==> config.mk <==
export PLATFORM = sky130hd
export DESIGN_NAME = audio_onset_detector_flat
export DESIGN_NICKNAME = d
export VERILOG_FILES = /design/src/hw/rtl/aod_pkg.sv /design/src/hw/rtl/aod_if.sv /design/src/hw/rtl/audio_onset_detector.sv /design/src/hw/rtl/aod_div.sv /design/src/hw/rtl/aod_dp.sv /design/src/hw/rtl/aod_ctrl.sv /design/src/flat_wrapper.sv
export SDC_FILE = /design/constraint.sdc
export NUM_CORES = 2
export LEC_CHECK = 0
export BUFFER_PORTS_ARGS = -buffer_cell sky130_fd_sc_hd__clkbuf_2
export CAP_MARGIN = 20
export CORE_ASPECT_RATIO = 0.6
export CORE_MARGIN = 4
export CORE_UTILIZATION = 59
export DETAILED_ROUTE_END_ITERATION = 10
export GPL_ROUTABILITY_DRIVEN = 1
export PLACE_DENSITY_LB_ADDON = 0.15
export SLEW_MARGIN = 10
export SYNTH_ARGS = -nofsm -noshare
export SYNTH_HDL_FRONTEND = slang
export SYNTH_SLANG_ARGS = --single-unit
export TNS_END_PERCENT = 10
==> constraint.sdc <==
create_clock -name clk -period 11.35 [get_ports clk]
set_input_delay 0.5675 -clock clk [delete_from_list [all_inputs] [get_ports clk]]
set_output_delay 0.5675 -clock clk [all_outputs]
set_load 0.01 [all_outputs]
==> src/hw/rtl/aod_pkg.sv <==
// Shared types, constants and the alpha lookup table of the onset detector.
// No dependencies; every other file of the block depends on this package.
package aod_pkg;

    localparam int ENERGY_BITS         = 24;
    localparam int ALPHA_TABLE_ENTRIES = 64;
    localparam int ALPHA_X_SPAN        = 8;
    localparam int IDX_W               = $clog2(ALPHA_TABLE_ENTRIES);
    localparam int LEVEL_W             = 24;
    localparam int ENV_W               = (ENERGY_BITS > LEVEL_W) ? ENERGY_BITS : LEVEL_W;
    localparam int DIV_W               = (ENERGY_BITS + 1 > 18) ? ENERGY_BITS + 1 : 18;
    localparam int QUO_W               = 24;
    localparam int DIV_LO_W            = 24;
    localparam int MUL_A_W             = 32;
    localparam int MUL_B_W             = 23;
    localparam int PROD_W              = MUL_A_W + MUL_B_W;
    localparam int CFG_IDX_W           = 3;
    localparam int CFG_DATA_W          = 24;

    localparam longint unsigned KCOMP_L = ((64'd1 << ENERGY_BITS) + 64'd10) / 64'd20;
    localparam longint unsigned EPS_L   = ((64'd1 << ENERGY_BITS) + 64'd500000) / 64'd1000000;

    localparam logic [16:0] ONE_Q16   = 17'd65536;
    localparam logic [17:0] THREE_Q16 = 18'd196608;
    localparam logic [16:0] K165_Q16  = 17'd108134;

    typedef enum logic [CFG_IDX_W-1:0] {
        CFG_SENSITIVITY   = 3'd0,
        CFG_ENERGY_FLOOR  = 3'd1,
        CFG_REFRACTORY_US = 3'd2,
        CFG_FAST_RATE     = 3'd3,
        CFG_SLOW_RATE     = 3'd4,
        CFG_LEVEL_RATE    = 3'd5
    } cfg_idx_t;

    typedef enum logic [1:0] {
        SEL_FAST,
        SEL_SLOW,
        SEL_LEVEL
    } env_sel_t;

    typedef enum logic [4:0] {
        OP_NONE,
        OP_LOAD,
        OP_REFR,
        OP_AMUL,
        OP_AIDX,
        OP_AIMUL,
        OP_AINT,
        OP_EMUL,
        OP_EUPD,
        OP_CDIV,
        OP_SHAPE,
        OP_FMUL,
        OP_FACT,
        OP_TMUL,
        OP_TEST,
        OP_SAT,
        OP_ODIV,
        OP_OVER,
        OP_SDIV,
        OP_STR,
        OP_WRITE
    } dp_op_t;

    typedef enum logic [4:0] {
        ST_IDLE,
        ST_CHECK,
        ST_REFR,
        ST_AMUL,
        ST_AIDX,
        ST_AIMUL,
        ST_AINT,
        ST_EMUL,
        ST_EUPD,
        ST_CDIV,
        ST_CWAIT,
        ST_SHAPE,
        ST_FMUL,
        ST_FACT,
        ST_TMUL,
        ST_TEST,
        ST_DECIDE,
        ST_SAT,
        ST_ODIV,
        ST_OWAIT,
        ST_OVER,
        ST_OBRANCH,
        ST_SDIV,
        ST_SWAIT,
        ST_STR,
        ST_WRITE
    } ctrl_state_t;

    typedef struct packed {
        dp_op_t   op;
        env_sel_t sel;
    } dp_cmd_t;

    typedef struct packed {
        logic dt_zero;
        logic fire;
        logic str_sat;
        logic over_gt;
        logic div_busy;
    } dp_sts_t;

    typedef struct packed {
        logic                start;
        logic [DIV_W-1:0]    rem_init;
        logic [DIV_LO_W-1:0] low;
        logic [DIV_W-1:0]    divisor;
        logic [4:0]          count;
    } div_cmd_t;

    typedef logic [15:0] alpha_tab_t [ALPHA_TABLE_ENTRIES];

    // 1 - exp(-k*span/entries) in Q0.16, exp(-h) from a Taylor series in Q32
    function automatic alpha_tab_t alpha_table_build();
        logic [63:0] one;
        logic [63:0] h;
        logic [63:0] pos;
        logic [63:0] neg;
        logic [63:0] term;
        logic [63:0] r;
        logic [63:0] e;
        logic [63:0] a;
        alpha_tab_t  t;
        one  = 64'd1 << 32;
        h    = (64'(ALPHA_X_SPAN) << 32) / 64'(ALPHA_TABLE_ENTRIES);
        pos  = one;
        neg  = 64'd0;
        term = one;
        for (int n = 1; n <= 24; n++)
        begin
            term = ((term * h) >> 32) / 64'(n);
            if ((n % 2) == 1)
                neg = neg + term;
            else
                pos = pos + term;
        end
        r = pos - neg;
        e = one;
        for (int k = 0; k < ALPHA_TABLE_ENTRIES; k++)
        begin
            a    = (one - e + 64'd32768) >> 16;
            t[k] = (a > 64'd65535) ? 16'hFFFF : a[15:0];
            e    = (e * r + (64'd1 << 31)) >> 32;
        end
        return t;
    endfunction

    localparam alpha_tab_t ALPHA_TAB = alpha_table_build();

endpackage

==> src/hw/rtl/aod_if.sv <==
// Channel interfaces of the onset detector: frame input, result output and
// configuration writes. Depends on aod_pkg for field widths.
interface aod_frame_if;
    logic                            valid;
    logic                            ready;
    logic [aod_pkg::ENERGY_BITS-1:0] energy;
    logic [19:0]                     dt_us;
    modport source (output valid, output energy, output dt_us, input ready);
    modport sink   (input valid, input energy, input dt_us, output ready);
endinterface

interface aod_result_if;
    logic        valid;
    logic        ready;
    logic        onset;
    logic [15:0] strength;
    logic [15:0] level_out;
    modport source (output valid, output onset, output strength, output level_out,
                    input ready);
    modport sink   (input valid, input onset, input strength, input level_out,
                    output ready);
endinterface

interface aod_cfg_if;
    logic                           valid;
    logic                           ready;
    logic [aod_pkg::CFG_IDX_W-1:0]  index;
    logic [aod_pkg::CFG_DATA_W-1:0] data;
    modport source (output valid, output index, output data, input ready);
    modport sink   (input valid, input index, input data, output ready);
endinterface

==> src/hw/rtl/audio_onset_detector.sv <==
// Top level of the envelope-ratio audio onset detector.
// Depends on aod_pkg, aod_if, aod_ctrl, aod_dp (and aod_div below it).
//
//  channel   dir   handshake        payload
//  -------   ---   -------------    -----------------------------------
//  frame     in    valid / ready    energy[23:0], dt_us[19:0]
//  result    out   valid / ready    onset, strength[15:0], level_out[15:0]
//  cfg       in    valid / ready    index[2:0], data[23:0] (always ready)
//
// One frame request is worked at a time. A frame with zero elapsed time
// goes from the load straight to the result write; otherwise the work is
// set by the one-bit-per-cycle divider (24 steps; when an onset fires, up
// to 18 and 17 more) and by the shared multiplier that the three envelope
// updates take in turn.
// Reset clears all envelopes and the countdown and loads default settings.
// The result sits in an output register; a stalled result holds the
// sequencer only at its final step, and a new frame waits until then.
module audio_onset_detector
(
    input  logic    clk,
    input  logic    rst_n,
    aod_frame_if.sink    frame,
    aod_result_if.source result,
    aod_cfg_if.sink      cfg
);
    import aod_pkg::*;

    dp_cmd_t cmd;
    dp_sts_t sts;

    // sequence the item: load, countdown, three alpha/EMA passes, dividers
    aod_ctrl u_ctrl
    (
        .clk    (clk),
        .rst_n  (rst_n),
        .cmd    (cmd),
        .sts    (sts),
        .frame  (frame),
        .result (result)
    );

    // hold settings and state, run the arithmetic
    aod_dp u_dp
    (
        .clk    (clk),
        .rst_n  (rst_n),
        .cmd    (cmd),
        .sts    (sts),
        .frame  (frame),
        .result (result),
        .cfg    (cfg)
    );

endmodule

==> src/hw/rtl/aod_div.sv <==
// Restoring divider, one quotient bit per cycle, for the shaping and
// strength quotients. Depends on aod_pkg.
module aod_div
(
    input  logic              clk,
    input  logic              rst_n,
    input  aod_pkg::div_cmd_t cmd,
    output logic              busy,
    output logic [aod_pkg::QUO_W-1:0] quotient
);
    import aod_pkg::*;

    logic [DIV_W-1:0]    rem_reg, rem_next;
    logic [DIV_LO_W-1:0] lo_reg, lo_next;
    logic [DIV_W-1:0]    dvs_reg, dvs_next;
    logic [QUO_W-1:0]    quo_reg, quo_next;
    logic [4:0]          cnt_reg, cnt_next;
    logic [DIV_W:0]      trial;
    logic [DIV_W:0]      diff;

    assign trial = {rem_reg, lo_reg[DIV_LO_W-1]};
    assign diff  = trial - {1'b0, dvs_reg};

    always_comb
    begin
        rem_next = rem_reg;
        lo_next  = lo_reg;
        dvs_next = dvs_reg;
        quo_next = quo_reg;
        cnt_next = cnt_reg;
        if (cmd.start)
        begin
            rem_next = cmd.rem_init;
            lo_next  = cmd.low;
            dvs_next = cmd.divisor;
            quo_next = '0;
            cnt_next = cmd.count;
        end
        else if (cnt_reg != 5'd0)
        begin
            // trial subtract; remainder stays below the divisor
            if (trial >= {1'b0, dvs_reg})
            begin
                rem_next = diff[DIV_W-1:0];
                quo_next = {quo_reg[QUO_W-2:0], 1'b1};
            end
            else
            begin
                rem_next = trial[DIV_W-1:0];
                quo_next = {quo_reg[QUO_W-2:0], 1'b0};
            end
            lo_next  = {lo_reg[DIV_LO_W-2:0], 1'b0};
            cnt_next = cnt_reg - 5'd1;
        end
    end

    always_ff @(posedge clk or negedge rst_n)
    begin
        if (!rst_n)
            cnt_reg <= 5'd0;
        else
            cnt_reg <= cnt_next;
    end

    always_ff @(posedge clk)
    begin
        rem_reg <= rem_next;
        lo_reg  <= lo_next;
        dvs_reg <= dvs_next;
        quo_reg <= quo_next;
    end

    assign busy     = (cnt_reg != 5'd0);
    assign quotient = quo_reg;

endmodule

==> src/hw/rtl/aod_dp.sv <==
// Datapath of the onset detector: configuration registers, state, a shared
// multiplier, alpha interpolation and the divider. Depends on aod_pkg, aod_if.
module aod_dp
(
    input  logic              clk,
    input  logic              rst_n,
    input  aod_pkg::dp_cmd_t  cmd,
    output aod_pkg::dp_sts_t  sts,
    aod_frame_if.sink         frame,
    aod_result_if.source      result,
    aod_cfg_if.sink           cfg
);
    import aod_pkg::*;

    // configuration
    logic [16:0]            sens_reg;
    logic [ENERGY_BITS-1:0] floor_reg;
    logic [19:0]            refus_reg;
    logic [22:0]            frate_reg;
    logic [22:0]            srate_reg;
    logic [22:0]            lrate_reg;

    // detector state
    logic [ENERGY_BITS-1:0] fast_reg, slow_reg;
    logic [LEVEL_W-1:0]     level_reg;
    logic [19:0]            refr_reg;

    // per-item work registers
    logic [ENERGY_BITS-1:0] energy_reg;
    logic [19:0]            dt_reg;
    logic                   dt_zero_reg;
    logic [PROD_W-1:0]      prod_reg;
    logic [16:0]            a0_reg, diffa_reg, alpha_reg;
    logic [15:0]            frac_reg;
    logic                   asat_reg;
    logic                   ge_reg;
    logic [QUO_W-1:0]       shaped_reg;
    logic [17:0]            factor_reg;
    logic                   fire_reg, ssat_reg, over_gt_reg;
    logic [17:0]            over_reg;
    logic                   onset_reg;
    logic [15:0]            strength_reg;
    logic                   out_onset_reg;
    logic [15:0]            out_strength_reg, out_level_reg;

    logic [MUL_A_W-1:0] mul_a;
    logic [MUL_B_W-1:0] mul_b;
    logic [PROD_W-1:0]  mul_p;
    logic [22:0]        rate;
    logic [ENV_W-1:0]   prev, target, absdiff, step, env_new;
    logic [63:0]        pos;
    logic [IDX_W-1:0]   ix, ix_n;
    logic               in_range, last_seg;
    logic [16:0]        a0, a1;
    logic [16:0]        sens_cl;
    logic [DIV_W-1:0]   den_c, den_s;
    logic [DIV_W+1:0]   den_s3;
    logic [PROD_W:0]    fast_sh;
    logic               cond;
    logic [16:0]        over_d;
    div_cmd_t           dcmd;
    logic               div_busy;
    logic [QUO_W-1:0]   quo;

    aod_div u_div
    (
        .clk      (clk),
        .rst_n    (rst_n),
        .cmd      (dcmd),
        .busy     (div_busy),
        .quotient (quo)
    );

    assign cfg.ready = 1'b1;

    always_comb
    begin
        case (cmd.sel)
            SEL_FAST:  rate = frate_reg;
            SEL_SLOW:  rate = srate_reg;
            SEL_LEVEL: rate = lrate_reg;
            default:   rate = frate_reg;
        endcase
        case (cmd.sel)
            SEL_FAST:
            begin
                prev   = ENV_W'(fast_reg);
                target = ENV_W'(energy_reg);
            end
            SEL_SLOW:
            begin
                prev   = ENV_W'(slow_reg);
                target = ENV_W'(energy_reg);
            end
            SEL_LEVEL:
            begin
                prev   = ENV_W'(level_reg);
                target = ENV_W'(shaped_reg);
            end
            default:
            begin
                prev   = ENV_W'(fast_reg);
                target = ENV_W'(energy_reg);
            end
        endcase
    end

    assign absdiff = (target >= prev) ? target - prev : prev - target;
    assign step    = ENV_W'((prod_reg + PROD_W'(32768)) >> 16);
    assign env_new = ge_reg ? prev + step : prev - step;

    // table position from dt * rate
    assign pos      = (64'(prod_reg) * 64'(ALPHA_TABLE_ENTRIES)) / 64'(ALPHA_X_SPAN);
    assign in_range = (pos[63:32] < 32'(ALPHA_TABLE_ENTRIES));
    assign ix       = pos[32 +: IDX_W];
    assign ix_n     = IDX_W'(ix + 1'b1);
    assign last_seg = ((32'(ix) + 32'd1) >= 32'(ALPHA_TABLE_ENTRIES));
    assign a0       = {1'b0, ALPHA_TAB[ix]};
    assign a1       = last_seg ? ONE_Q16 : {1'b0, ALPHA_TAB[ix_n]};

    assign sens_cl = (sens_reg > ONE_Q16) ? ONE_Q16 : sens_reg;
    assign den_c   = DIV_W'(fast_reg) + DIV_W'(KCOMP_L);
    assign den_s   = DIV_W'(slow_reg) + DIV_W'(EPS_L);
    assign den_s3  = (DIV_W+2)'(den_s) * (DIV_W+2)'(3);
    assign fast_sh = (PROD_W+1)'(fast_reg) << 16;
    assign cond    = (fast_reg > floor_reg) && (fast_sh > (PROD_W+1)'(prod_reg))
                     && (refr_reg == 20'd0);
    assign over_d  = 17'(over_reg - factor_reg);

    always_comb
    begin
        mul_a = '0;
        mul_b = '0;
        case (cmd.op)
            OP_AMUL:
            begin
                mul_a = MUL_A_W'(dt_reg);
                mul_b = rate;
            end
            OP_AIMUL:
            begin
                mul_a = MUL_A_W'(diffa_reg);
                mul_b = MUL_B_W'(frac_reg);
            end
            OP_EMUL:
            begin
                mul_a = MUL_A_W'(absdiff);
                mul_b = MUL_B_W'(alpha_reg);
            end
            OP_FMUL:
            begin
                mul_a = MUL_A_W'(K165_Q16);
                mul_b = MUL_B_W'(sens_cl);
            end
            OP_TMUL:
            begin
                mul_a = MUL_A_W'(slow_reg);
                mul_b = MUL_B_W'(factor_reg);
            end
            default:
            begin
                mul_a = '0;
                mul_b = '0;
            end
        endcase
    end

    assign mul_p = {{MUL_B_W{1'b0}}, mul_a} * {{MUL_A_W{1'b0}}, mul_b};

    always_comb
    begin
        dcmd          = '0;
        dcmd.start    = 1'b0;
        case (cmd.op)
            OP_CDIV:
            begin
                dcmd.start    = 1'b1;
                dcmd.rem_init = DIV_W'(fast_reg);
                dcmd.low      = '0;
                dcmd.divisor  = den_c;
                dcmd.count    = 5'd24;
            end
            OP_ODIV:
            begin
                dcmd.start    = 1'b1;
                dcmd.rem_init = DIV_W'(fast_reg >> 2);
                dcmd.low      = {fast_reg[1:0], {(DIV_LO_W-2){1'b0}}};
                dcmd.divisor  = den_s;
                dcmd.count    = 5'd18;
            end
            OP_SDIV:
            begin
                dcmd.start    = 1'b1;
                dcmd.rem_init = DIV_W'(over_d >> 1);
                dcmd.low      = {over_d[0], {(DIV_LO_W-1){1'b0}}};
                dcmd.divisor  = DIV_W'(THREE_Q16 - factor_reg);
                dcmd.count    = 5'd17;
            end
            default:
            begin
                dcmd.start = 1'b0;
            end
        endcase
    end

    // control and state registers
    always_ff @(posedge clk or negedge rst_n)
    begin
        if (!rst_n)
        begin
            sens_reg  <= 17'd32768;
            floor_reg <= ENERGY_BITS'(168);
            refus_reg <= 20'd120000;
            frate_reg <= 23'd214748;
            srate_reg <= 23'd8590;
            lrate_reg <= 23'd53687;
            fast_reg  <= '0;
            slow_reg  <= '0;
            level_reg <= '0;
            refr_reg  <= '0;
        end
        else
        begin
            if (cfg.valid)
            begin
                case (cfg.index)
                    CFG_SENSITIVITY:   sens_reg  <= cfg.data[16:0];
                    CFG_ENERGY_FLOOR:  floor_reg <= cfg.data[ENERGY_BITS-1:0];
                    CFG_REFRACTORY_US: refus_reg <= cfg.data[19:0];
                    CFG_FAST_RATE:     frate_reg <= cfg.data[22:0];
                    CFG_SLOW_RATE:     srate_reg <= cfg.data[22:0];
                    CFG_LEVEL_RATE:    lrate_reg <= cfg.data[22:0];
                    default:           ;
                endcase
            end
            case (cmd.op)
                OP_REFR:
                    refr_reg <= (refr_reg > dt_reg) ? refr_reg - dt_reg : 20'd0;
                OP_EUPD:
                begin
                    case (cmd.sel)
                        SEL_FAST:  fast_reg  <= ENERGY_BITS'(env_new);
                        SEL_SLOW:  slow_reg  <= ENERGY_BITS'(env_new);
                        SEL_LEVEL: level_reg <= LEVEL_W'(env_new);
                        default:   ;
                    endcase
                end
                OP_TEST:
                    if (cond)
                        refr_reg <= refus_reg;
                default: ;
            endcase
        end
    end

    // work registers
    always_ff @(posedge clk)
    begin
        case (cmd.op)
            OP_LOAD:
            begin
                energy_reg   <= frame.energy;
                dt_reg       <= frame.dt_us;
                dt_zero_reg  <= (frame.dt_us == 20'd0);
                onset_reg    <= 1'b0;
                strength_reg <= 16'd0;
                fire_reg     <= 1'b0;
            end
            OP_AMUL, OP_AIMUL, OP_FMUL, OP_TMUL:
                prod_reg <= mul_p;
            OP_AIDX:
            begin
                asat_reg  <= !in_range;
                a0_reg    <= a0;
                diffa_reg <= a1 - a0;
                frac_reg  <= pos[31:16];
            end
            OP_AINT:
                alpha_reg <= asat_reg ? ONE_Q16 : a0_reg + 17'(prod_reg >> 16);
            OP_EMUL:
            begin
                prod_reg <= mul_p;
                ge_reg   <= (target >= prev);
            end
            OP_SHAPE:
                shaped_reg <= quo;
            OP_FACT:
                factor_reg <= 18'(PROD_W'(THREE_Q16) - ((prod_reg + PROD_W'(32768)) >> 16));
            OP_TEST:
            begin
                fire_reg  <= cond;
                onset_reg <= cond;
                ssat_reg  <= (den_s == '0) || ((DIV_W+2)'(fast_reg) > den_s3);
            end
            OP_SAT:
                strength_reg <= 16'hFFFF;
            OP_OVER:
            begin
                over_reg    <= quo[17:0];
                over_gt_reg <= (quo[17:0] > factor_reg);
            end
            OP_STR:
                strength_reg <= (quo > QUO_W'(16'hFFFF)) ? 16'hFFFF : quo[15:0];
            OP_WRITE:
            begin
                out_onset_reg    <= dt_zero_reg ? 1'b0 : onset_reg;
                out_strength_reg <= dt_zero_reg ? 16'd0 : strength_reg;
                out_level_reg    <= dt_zero_reg ? 16'd0 : level_reg[23:8];
            end
            default: ;
        endcase
    end

    assign result.onset     = out_onset_reg;
    assign result.strength  = out_strength_reg;
    assign result.level_out = out_level_reg;

    assign sts.dt_zero  = dt_zero_reg;
    assign sts.fire     = fire_reg;
    assign sts.str_sat  = ssat_reg;
    assign sts.over_gt  = over_gt_reg;
    assign sts.div_busy = div_busy;

endmodule

==> src/hw/rtl/aod_ctrl.sv <==
// Sequencer of the onset detector: walks the datapath through one item and
// owns the channel handshakes. Depends on aod_pkg, aod_if.
module aod_ctrl
(
    input  logic              clk,
    input  logic              rst_n,
    output aod_pkg::dp_cmd_t  cmd,
    input  aod_pkg::dp_sts_t  sts,
    aod_frame_if.sink         frame,
    aod_result_if.source      result
);
    import aod_pkg::*;

    ctrl_state_t state_reg, state_next;
    env_sel_t    sel_reg, sel_next;
    logic        out_valid_reg, out_valid_next;
    logic        can_load;

    assign can_load = !out_valid_reg || result.ready;

    always_ff @(posedge clk or negedge rst_n)
    begin
        if (!rst_n)
        begin
            state_reg     <= ST_IDLE;
            sel_reg       <= SEL_FAST;
            out_valid_reg <= 1'b0;
        end
        else
        begin
            state_reg     <= state_next;
            sel_reg       <= sel_next;
            out_valid_reg <= out_valid_next;
        end
    end

    always_comb
    begin
        state_next     = state_reg;
        sel_next       = sel_reg;
        out_valid_next = out_valid_reg && !result.ready;
        cmd.op         = OP_NONE;
        cmd.sel        = sel_reg;
        case (state_reg)
            ST_IDLE:
                if (frame.valid)
                begin
                    cmd.op     = OP_LOAD;
                    state_next = ST_CHECK;
                end
            ST_CHECK:
            begin
                sel_next   = SEL_FAST;
                state_next = sts.dt_zero ? ST_WRITE : ST_REFR;
            end
            ST_REFR:
            begin
                cmd.op     = OP_REFR;
                state_next = ST_AMUL;
            end
            ST_AMUL:
            begin
                cmd.op     = OP_AMUL;
                state_next = ST_AIDX;
            end
            ST_AIDX:
            begin
                cmd.op     = OP_AIDX;
                state_next = ST_AIMUL;
            end
            ST_AIMUL:
            begin
                cmd.op     = OP_AIMUL;
                state_next = ST_AINT;
            end
            ST_AINT:
            begin
                cmd.op     = OP_AINT;
                state_next = ST_EMUL;
            end
            ST_EMUL:
            begin
                cmd.op     = OP_EMUL;
                state_next = ST_EUPD;
            end
            ST_EUPD:
            begin
                cmd.op = OP_EUPD;
                case (sel_reg)
                    SEL_FAST:
                    begin
                        sel_next   = SEL_SLOW;
                        state_next = ST_AMUL;
                    end
                    SEL_SLOW:  state_next = ST_CDIV;
                    SEL_LEVEL: state_next = ST_FMUL;
                    default:   state_next = ST_FMUL;
                endcase
            end
            ST_CDIV:
            begin
                cmd.op     = OP_CDIV;
                state_next = ST_CWAIT;
            end
            ST_CWAIT:
                if (!sts.div_busy)
                    state_next = ST_SHAPE;
            ST_SHAPE:
            begin
                cmd.op     = OP_SHAPE;
                sel_next   = SEL_LEVEL;
                state_next = ST_AMUL;
            end
            ST_FMUL:
            begin
                cmd.op     = OP_FMUL;
                state_next = ST_FACT;
            end
            ST_FACT:
            begin
                cmd.op     = OP_FACT;
                state_next = ST_TMUL;
            end
            ST_TMUL:
            begin
                cmd.op     = OP_TMUL;
                state_next = ST_TEST;
            end
            ST_TEST:
            begin
                cmd.op     = OP_TEST;
                state_next = ST_DECIDE;
            end
            ST_DECIDE:
                if (!sts.fire)
                    state_next = ST_WRITE;
                else if (sts.str_sat)
                    state_next = ST_SAT;
                else
                    state_next = ST_ODIV;
            ST_SAT:
            begin
                cmd.op     = OP_SAT;
                state_next = ST_WRITE;
            end
            ST_ODIV:
            begin
                cmd.op     = OP_ODIV;
                state_next = ST_OWAIT;
            end
            ST_OWAIT:
                if (!sts.div_busy)
                    state_next = ST_OVER;
            ST_OVER:
            begin
                cmd.op     = OP_OVER;
                state_next = ST_OBRANCH;
            end
            ST_OBRANCH:
                state_next = sts.over_gt ? ST_SDIV : ST_WRITE;
            ST_SDIV:
            begin
                cmd.op     = OP_SDIV;
                state_next = ST_SWAIT;
            end
            ST_SWAIT:
                if (!sts.div_busy)
                    state_next = ST_STR;
            ST_STR:
            begin
                cmd.op     = OP_STR;
                state_next = ST_WRITE;
            end
            ST_WRITE:
                if (can_load)
                begin
                    cmd.op         = OP_WRITE;
                    out_valid_next = 1'b1;
                    state_next     = ST_IDLE;
                end
            default:
                state_next = ST_IDLE;
        endcase
    end

    assign frame.ready  = (state_reg == ST_IDLE);
    assign result.valid = out_valid_reg;

endmodule
==> src/flat_wrapper.sv <==
// flat-port wrapper written by rule: the top's interface ports become plain ports
module audio_onset_detector_flat import aod_pkg::*;
  (clk, rst_n, frame_valid, frame_energy, frame_dt_us, frame_ready, result_valid, result_onset, result_strength, result_level_out, result_ready, cfg_valid, cfg_index, cfg_data, cfg_ready);
  aod_frame_if frame_i ();
  aod_result_if result_i ();
  aod_cfg_if cfg_i ();
  input  logic clk;
  input  logic rst_n;
  input wire logic [$bits(frame_i.valid)-1:0] frame_valid;
  input wire logic [$bits(frame_i.energy)-1:0] frame_energy;
  input wire logic [$bits(frame_i.dt_us)-1:0] frame_dt_us;
  output wire logic [$bits(frame_i.ready)-1:0] frame_ready;
  output wire logic [$bits(result_i.valid)-1:0] result_valid;
  output wire logic [$bits(result_i.onset)-1:0] result_onset;
  output wire logic [$bits(result_i.strength)-1:0] result_strength;
  output wire logic [$bits(result_i.level_out)-1:0] result_level_out;
  input wire logic [$bits(result_i.ready)-1:0] result_ready;
  input wire logic [$bits(cfg_i.valid)-1:0] cfg_valid;
  input wire logic [$bits(cfg_i.index)-1:0] cfg_index;
  input wire logic [$bits(cfg_i.data)-1:0] cfg_data;
  output wire logic [$bits(cfg_i.ready)-1:0] cfg_ready;
  assign frame_i.valid = frame_valid;
  assign frame_i.energy = frame_energy;
  assign frame_i.dt_us = frame_dt_us;
  assign frame_ready = frame_i.ready;
  assign result_valid = result_i.valid;
  assign result_onset = result_i.onset;
  assign result_strength = result_i.strength;
  assign result_level_out = result_i.level_out;
  assign result_i.ready = result_ready;
  assign cfg_i.valid = cfg_valid;
  assign cfg_i.index = cfg_index;
  assign cfg_i.data = cfg_data;
  assign cfg_ready = cfg_i.ready;
  audio_onset_detector u_core (.clk(clk), .rst_n(rst_n), .frame(frame_i), .result(result_i), .cfg(cfg_i));
endmodule
==> impl_summary.log <==
[metrics] synthesized instance count: 6351
[metrics] origin of the worst setup path: u_core.u_ctrl.sel_reg[1]$_DFFE_PN0P_
[metrics] initial antenna violation count: 14
[metrics] total clock sinks: 585
[metrics] clock latency on the worst-skew pair: 0.67 ns
[metrics] Total Die Area: 103000 µm²
[metrics] average size of a mapped cell: 9.12 µm²
[metrics] PwrDens: 82.4 nW/µm²
[metrics] number of warning messages in the yosys log: 0
[metrics] layout overhead on the synthesized area: 11.0%
[metrics] post-detailed-placement cell area: 62100 µm²
[metrics] met3 capacity usage during global routing: 22.1%
[metrics] horizontal die dimension: 413 µm
[metrics] WP data required: 11.71 ns
[metrics] worst setup slack before clock tree synthesis: -0.106 ns
[metrics] Clock transition at path regs: 0.08 ns
[metrics] worst hold margin: 0.0881 ns
[metrics] final instance area: 64300 µm²
[metrics] Worst EP arrival: 11.54 ns
[metrics] most common flop cell mapped by yosys: edfxtp_1
[metrics] proportion of layout cells with a drive suffix above 1: 13.9%
[metrics] GR Overflow Total: 0
[metrics] total count of hold-check failures in the final report: 0
[metrics] router iterations before antenna repair: 9
[metrics] maximum vdd ir drop: 0.133 mV
[metrics] H-tree level count: 2
[metrics] post-synthesis instance area: 57900 µm²
[metrics] CP max stage delay: 0.55 ns
[metrics] post-layout worst setup margin: 0.168 ns
[metrics] dominant cell type by area after synthesis: edfxtp_1
[metrics] kind of cell adding the most delay to the critical path: adder cells
[metrics] flip-flop count of the largest register after layout: 50
[metrics] main area contributors after synthesis: edfxtp_1 17%, fa_1 16%, ha_1 11%, dfrtp_1 8.6%, inv_1 5.1%
[metrics] area share of the largest cell type after synthesis: 16.9%
[metrics] layer carrying the most global-route usage: met1
[metrics] number of core rows: 88
[metrics] critical path depth in cells: 41
[metrics] global-route track usage on met2: 50.4%
[metrics] number of global-route vias before repair: 47700
[metrics] vias post-DR: 51500
[metrics] crit path capture: u_core.u_dp.prod_reg[34]$_DFFE_PP_
[metrics] Routed wire per std cell: 27.8 µm
[metrics] TritonCTS clock tree: yes
[metrics] All-Layer GR Usage: 42.4%
[metrics] reg-to-reg startpoint: u_core.u_ctrl.sel_reg[1]$_DFFE_PN0P_
[metrics] cell at the slowest stage of the critical path: fa_1
[metrics] worst-margin pin slew: 1.23 ns
[metrics] final setup vio count: 0
[metrics] Via density: 6.46
[metrics] result of the run: completed
[metrics] CORE AREA: 96800 µm²
[metrics] post-route setup TNS: 0 ns
[metrics] maximum count of clock buffers along a single path: 3
[metrics] GRT met1 Usage: 66.6%
[metrics] number of synthesized register bits: 585
[metrics] min Tclk post-route: 11.18 ns
[metrics] final worst path period share: 98.5%
[metrics] worst hold path cell count: 1
[metrics] Max FO, Critical Path: 18
[metrics] R2R setup slack: 0.17 ns
[metrics] WL final: 222000 µm
[metrics] First DRT Iteration DRCs: 7746
[metrics] half-perimeter wire length after detailed placement: 180000 µm
[metrics] number of synthesized flops with an enable pin: 326
[metrics] most frequent cells in the layout: 782 x inv_1, 776 x nand2_1, 491 x ha_1, 475 x nor2_1, 468 x fa_1
[metrics] wire length of the first global-routing pass: 323000 µm
[metrics] worst reg2reg endpoint: u_core.u_dp.prod_reg[34]$_DFFE_PP_
[metrics] number of buffers created by CTS: 56
[metrics] root buffer cell: clkbuf_16
[metrics] weighted congestion at the end of routability-driven global placement: 1.14
[metrics] most common cell after layout, fill and taps aside: inv_1
[metrics] Crit path top cell by count: fa_1
[metrics] Die Span Y: 251 µm
[metrics] filler cell count: 7934
[metrics] Critical Path End Type: flop
[metrics] classification of the worst-slack hold path: in2reg
[metrics] Crit Path Class: reg2reg
[metrics] crit path launch type: flop
[metrics] share of synthesized registers carrying an async set or reset: 40.2%
[metrics] skew final: 0.0507 ns
[metrics] antenna violation net count after detailed routing: 0
[metrics] max_slew headroom: 17.3%
[metrics] leakage power: 29.4 nW
[metrics] num ports: 112
[metrics] maximum number of pins on one net before global-route repair: 98
[metrics] starting density of the core: 59.9%
[metrics] Critical path buffers and inverters: 7
[metrics] Max-cap violations: 0
[metrics] number of distinct library cells after synthesis: 98
[metrics] count of input and output buffers: 110
[metrics] proportion of synthesized chip area in sequential cells: 28.0%
[metrics] net total in the final layout: 7649
[metrics] highest attainable clock frequency: 0.0894 GHz
[metrics] max-slew violation count: 0
[metrics] # DRC: 0
[metrics] cell depth of the worst flop-to-flop path: 41
==> synth_stat cells (37+ instances only) <==
library cell	instances
a211oi_1	56
a21o_1	100
a21oi_1	366
a22oi_1	92
and2_1	66
clkbuf_1	252
dfrtp_1	198
dfstp_2	37
edfxtp_1	326
fa_1	470
ha_1	496
inv_1	787
mux2_2	192
mux2i_1	38
nand2_1	777
nand2b_1	48
nand3_1	106
nand4_1	52
nor2_1	480
nor2b_1	88
nor3_1	73
nor4_1	48
o211ai_1	42
o21ai_0	337
xnor2_1	209
xor2_1	97
==> power breakdown <==
part | switching [mW] | leakage, nW | internal, mW
Sequential | 0.191 | 5.90 | 2.45
Combinational | 0.438 | 22.6 | 0.287
Clock | 0.924 | 0.885 | 1.01
==> metal layers <==
metal | up-vias | share of wire (%)
met5 | - | 0.014
met4 | 6 | 2.4
met3 | 358 | 19
met2 | 3823 | 35
met1 | 25100 | 43
li1 | 22200 | -
==> cell families after synthesis <==
| logic type | Yosys count | synth area share (%) |
|---|---|---|
| mux | 232 | 4.45 |
| xor+xnor | 306 | 4.63 |
| other cells | 2 | 0.0130 |
| compound gates | 1315 | 14.5 |
| buf+inv | 1095 | 7.18 |
| simple gates | 1850 | 14.3 |
| flops | 585 | 28.0 |
| fa+ha+maj | 966 | 27.0 |
==> repair_timing <==
action | 4_1_cts | 5_1_grt
hold buffers | 1 | 0
endpoints found under the hold margin | 80 | 0
pin swaps | 0 | 21
buffers inserted | 0 | 6
setup endpoints to repair | 6 | 18
resized for setup | 7 | 59
==> cell type report <==
type / instances / area (µm²) / area share, %
Sequential cell: 585 / 16200 / 25.2
Tap cell: 1305 / 1630 / 2.54
Timing Repair Buffer: 479 / 3510 / 5.46
Clock buffer: 69 / 1490 / 2.32
Clock inverter: 34 / 315 / 0.490
Inverter: 794 / 2980 / 4.64
Multi-Input combinational cell: 4691 / 38100 / 59.3
Antenna cell: 13 / 32.5 / 0.0506
==> worst min path at each step <==
stage	start	end
floorplan	rst_n	u_core.u_ctrl.result.valid$_DFF_PN0_
detailed placement	u_core.u_dp.prod_reg[13]$_DFFE_PP_	u_core.u_dp.frac_reg[0]$_DFFE_PN_
global route	frame_energy[16]	u_core.u_dp.energy_reg[16]$_DFFE_PP_
CTS	frame_energy[15]	u_core.u_dp.energy_reg[15]$_DFFE_PP_
finish	frame_energy[15]	u_core.u_dp.energy_reg[15]$_DFFE_PP_
global placement	u_core.u_dp.u_div.quotient[23]$_SDFFE_PN0N_	u_core.u_dp.shaped_reg[23]$_DFFE_PN_
==> through the flow <==
stage | util [%] | total power [mW] | std cells
after floorplan | - | 3.00 | 6371
after global placement | 64.1 | 3.30 | 7841
after detailed placement | 64.1 | 3.33 | 7843
after CTS | 66.0 | 5.23 | 7947
after global routing | 66.4 | 5.46 | 7961
final | 66.4 | 5.30 | 7970
Note: power is estimated with default switching activity, not from simulation.
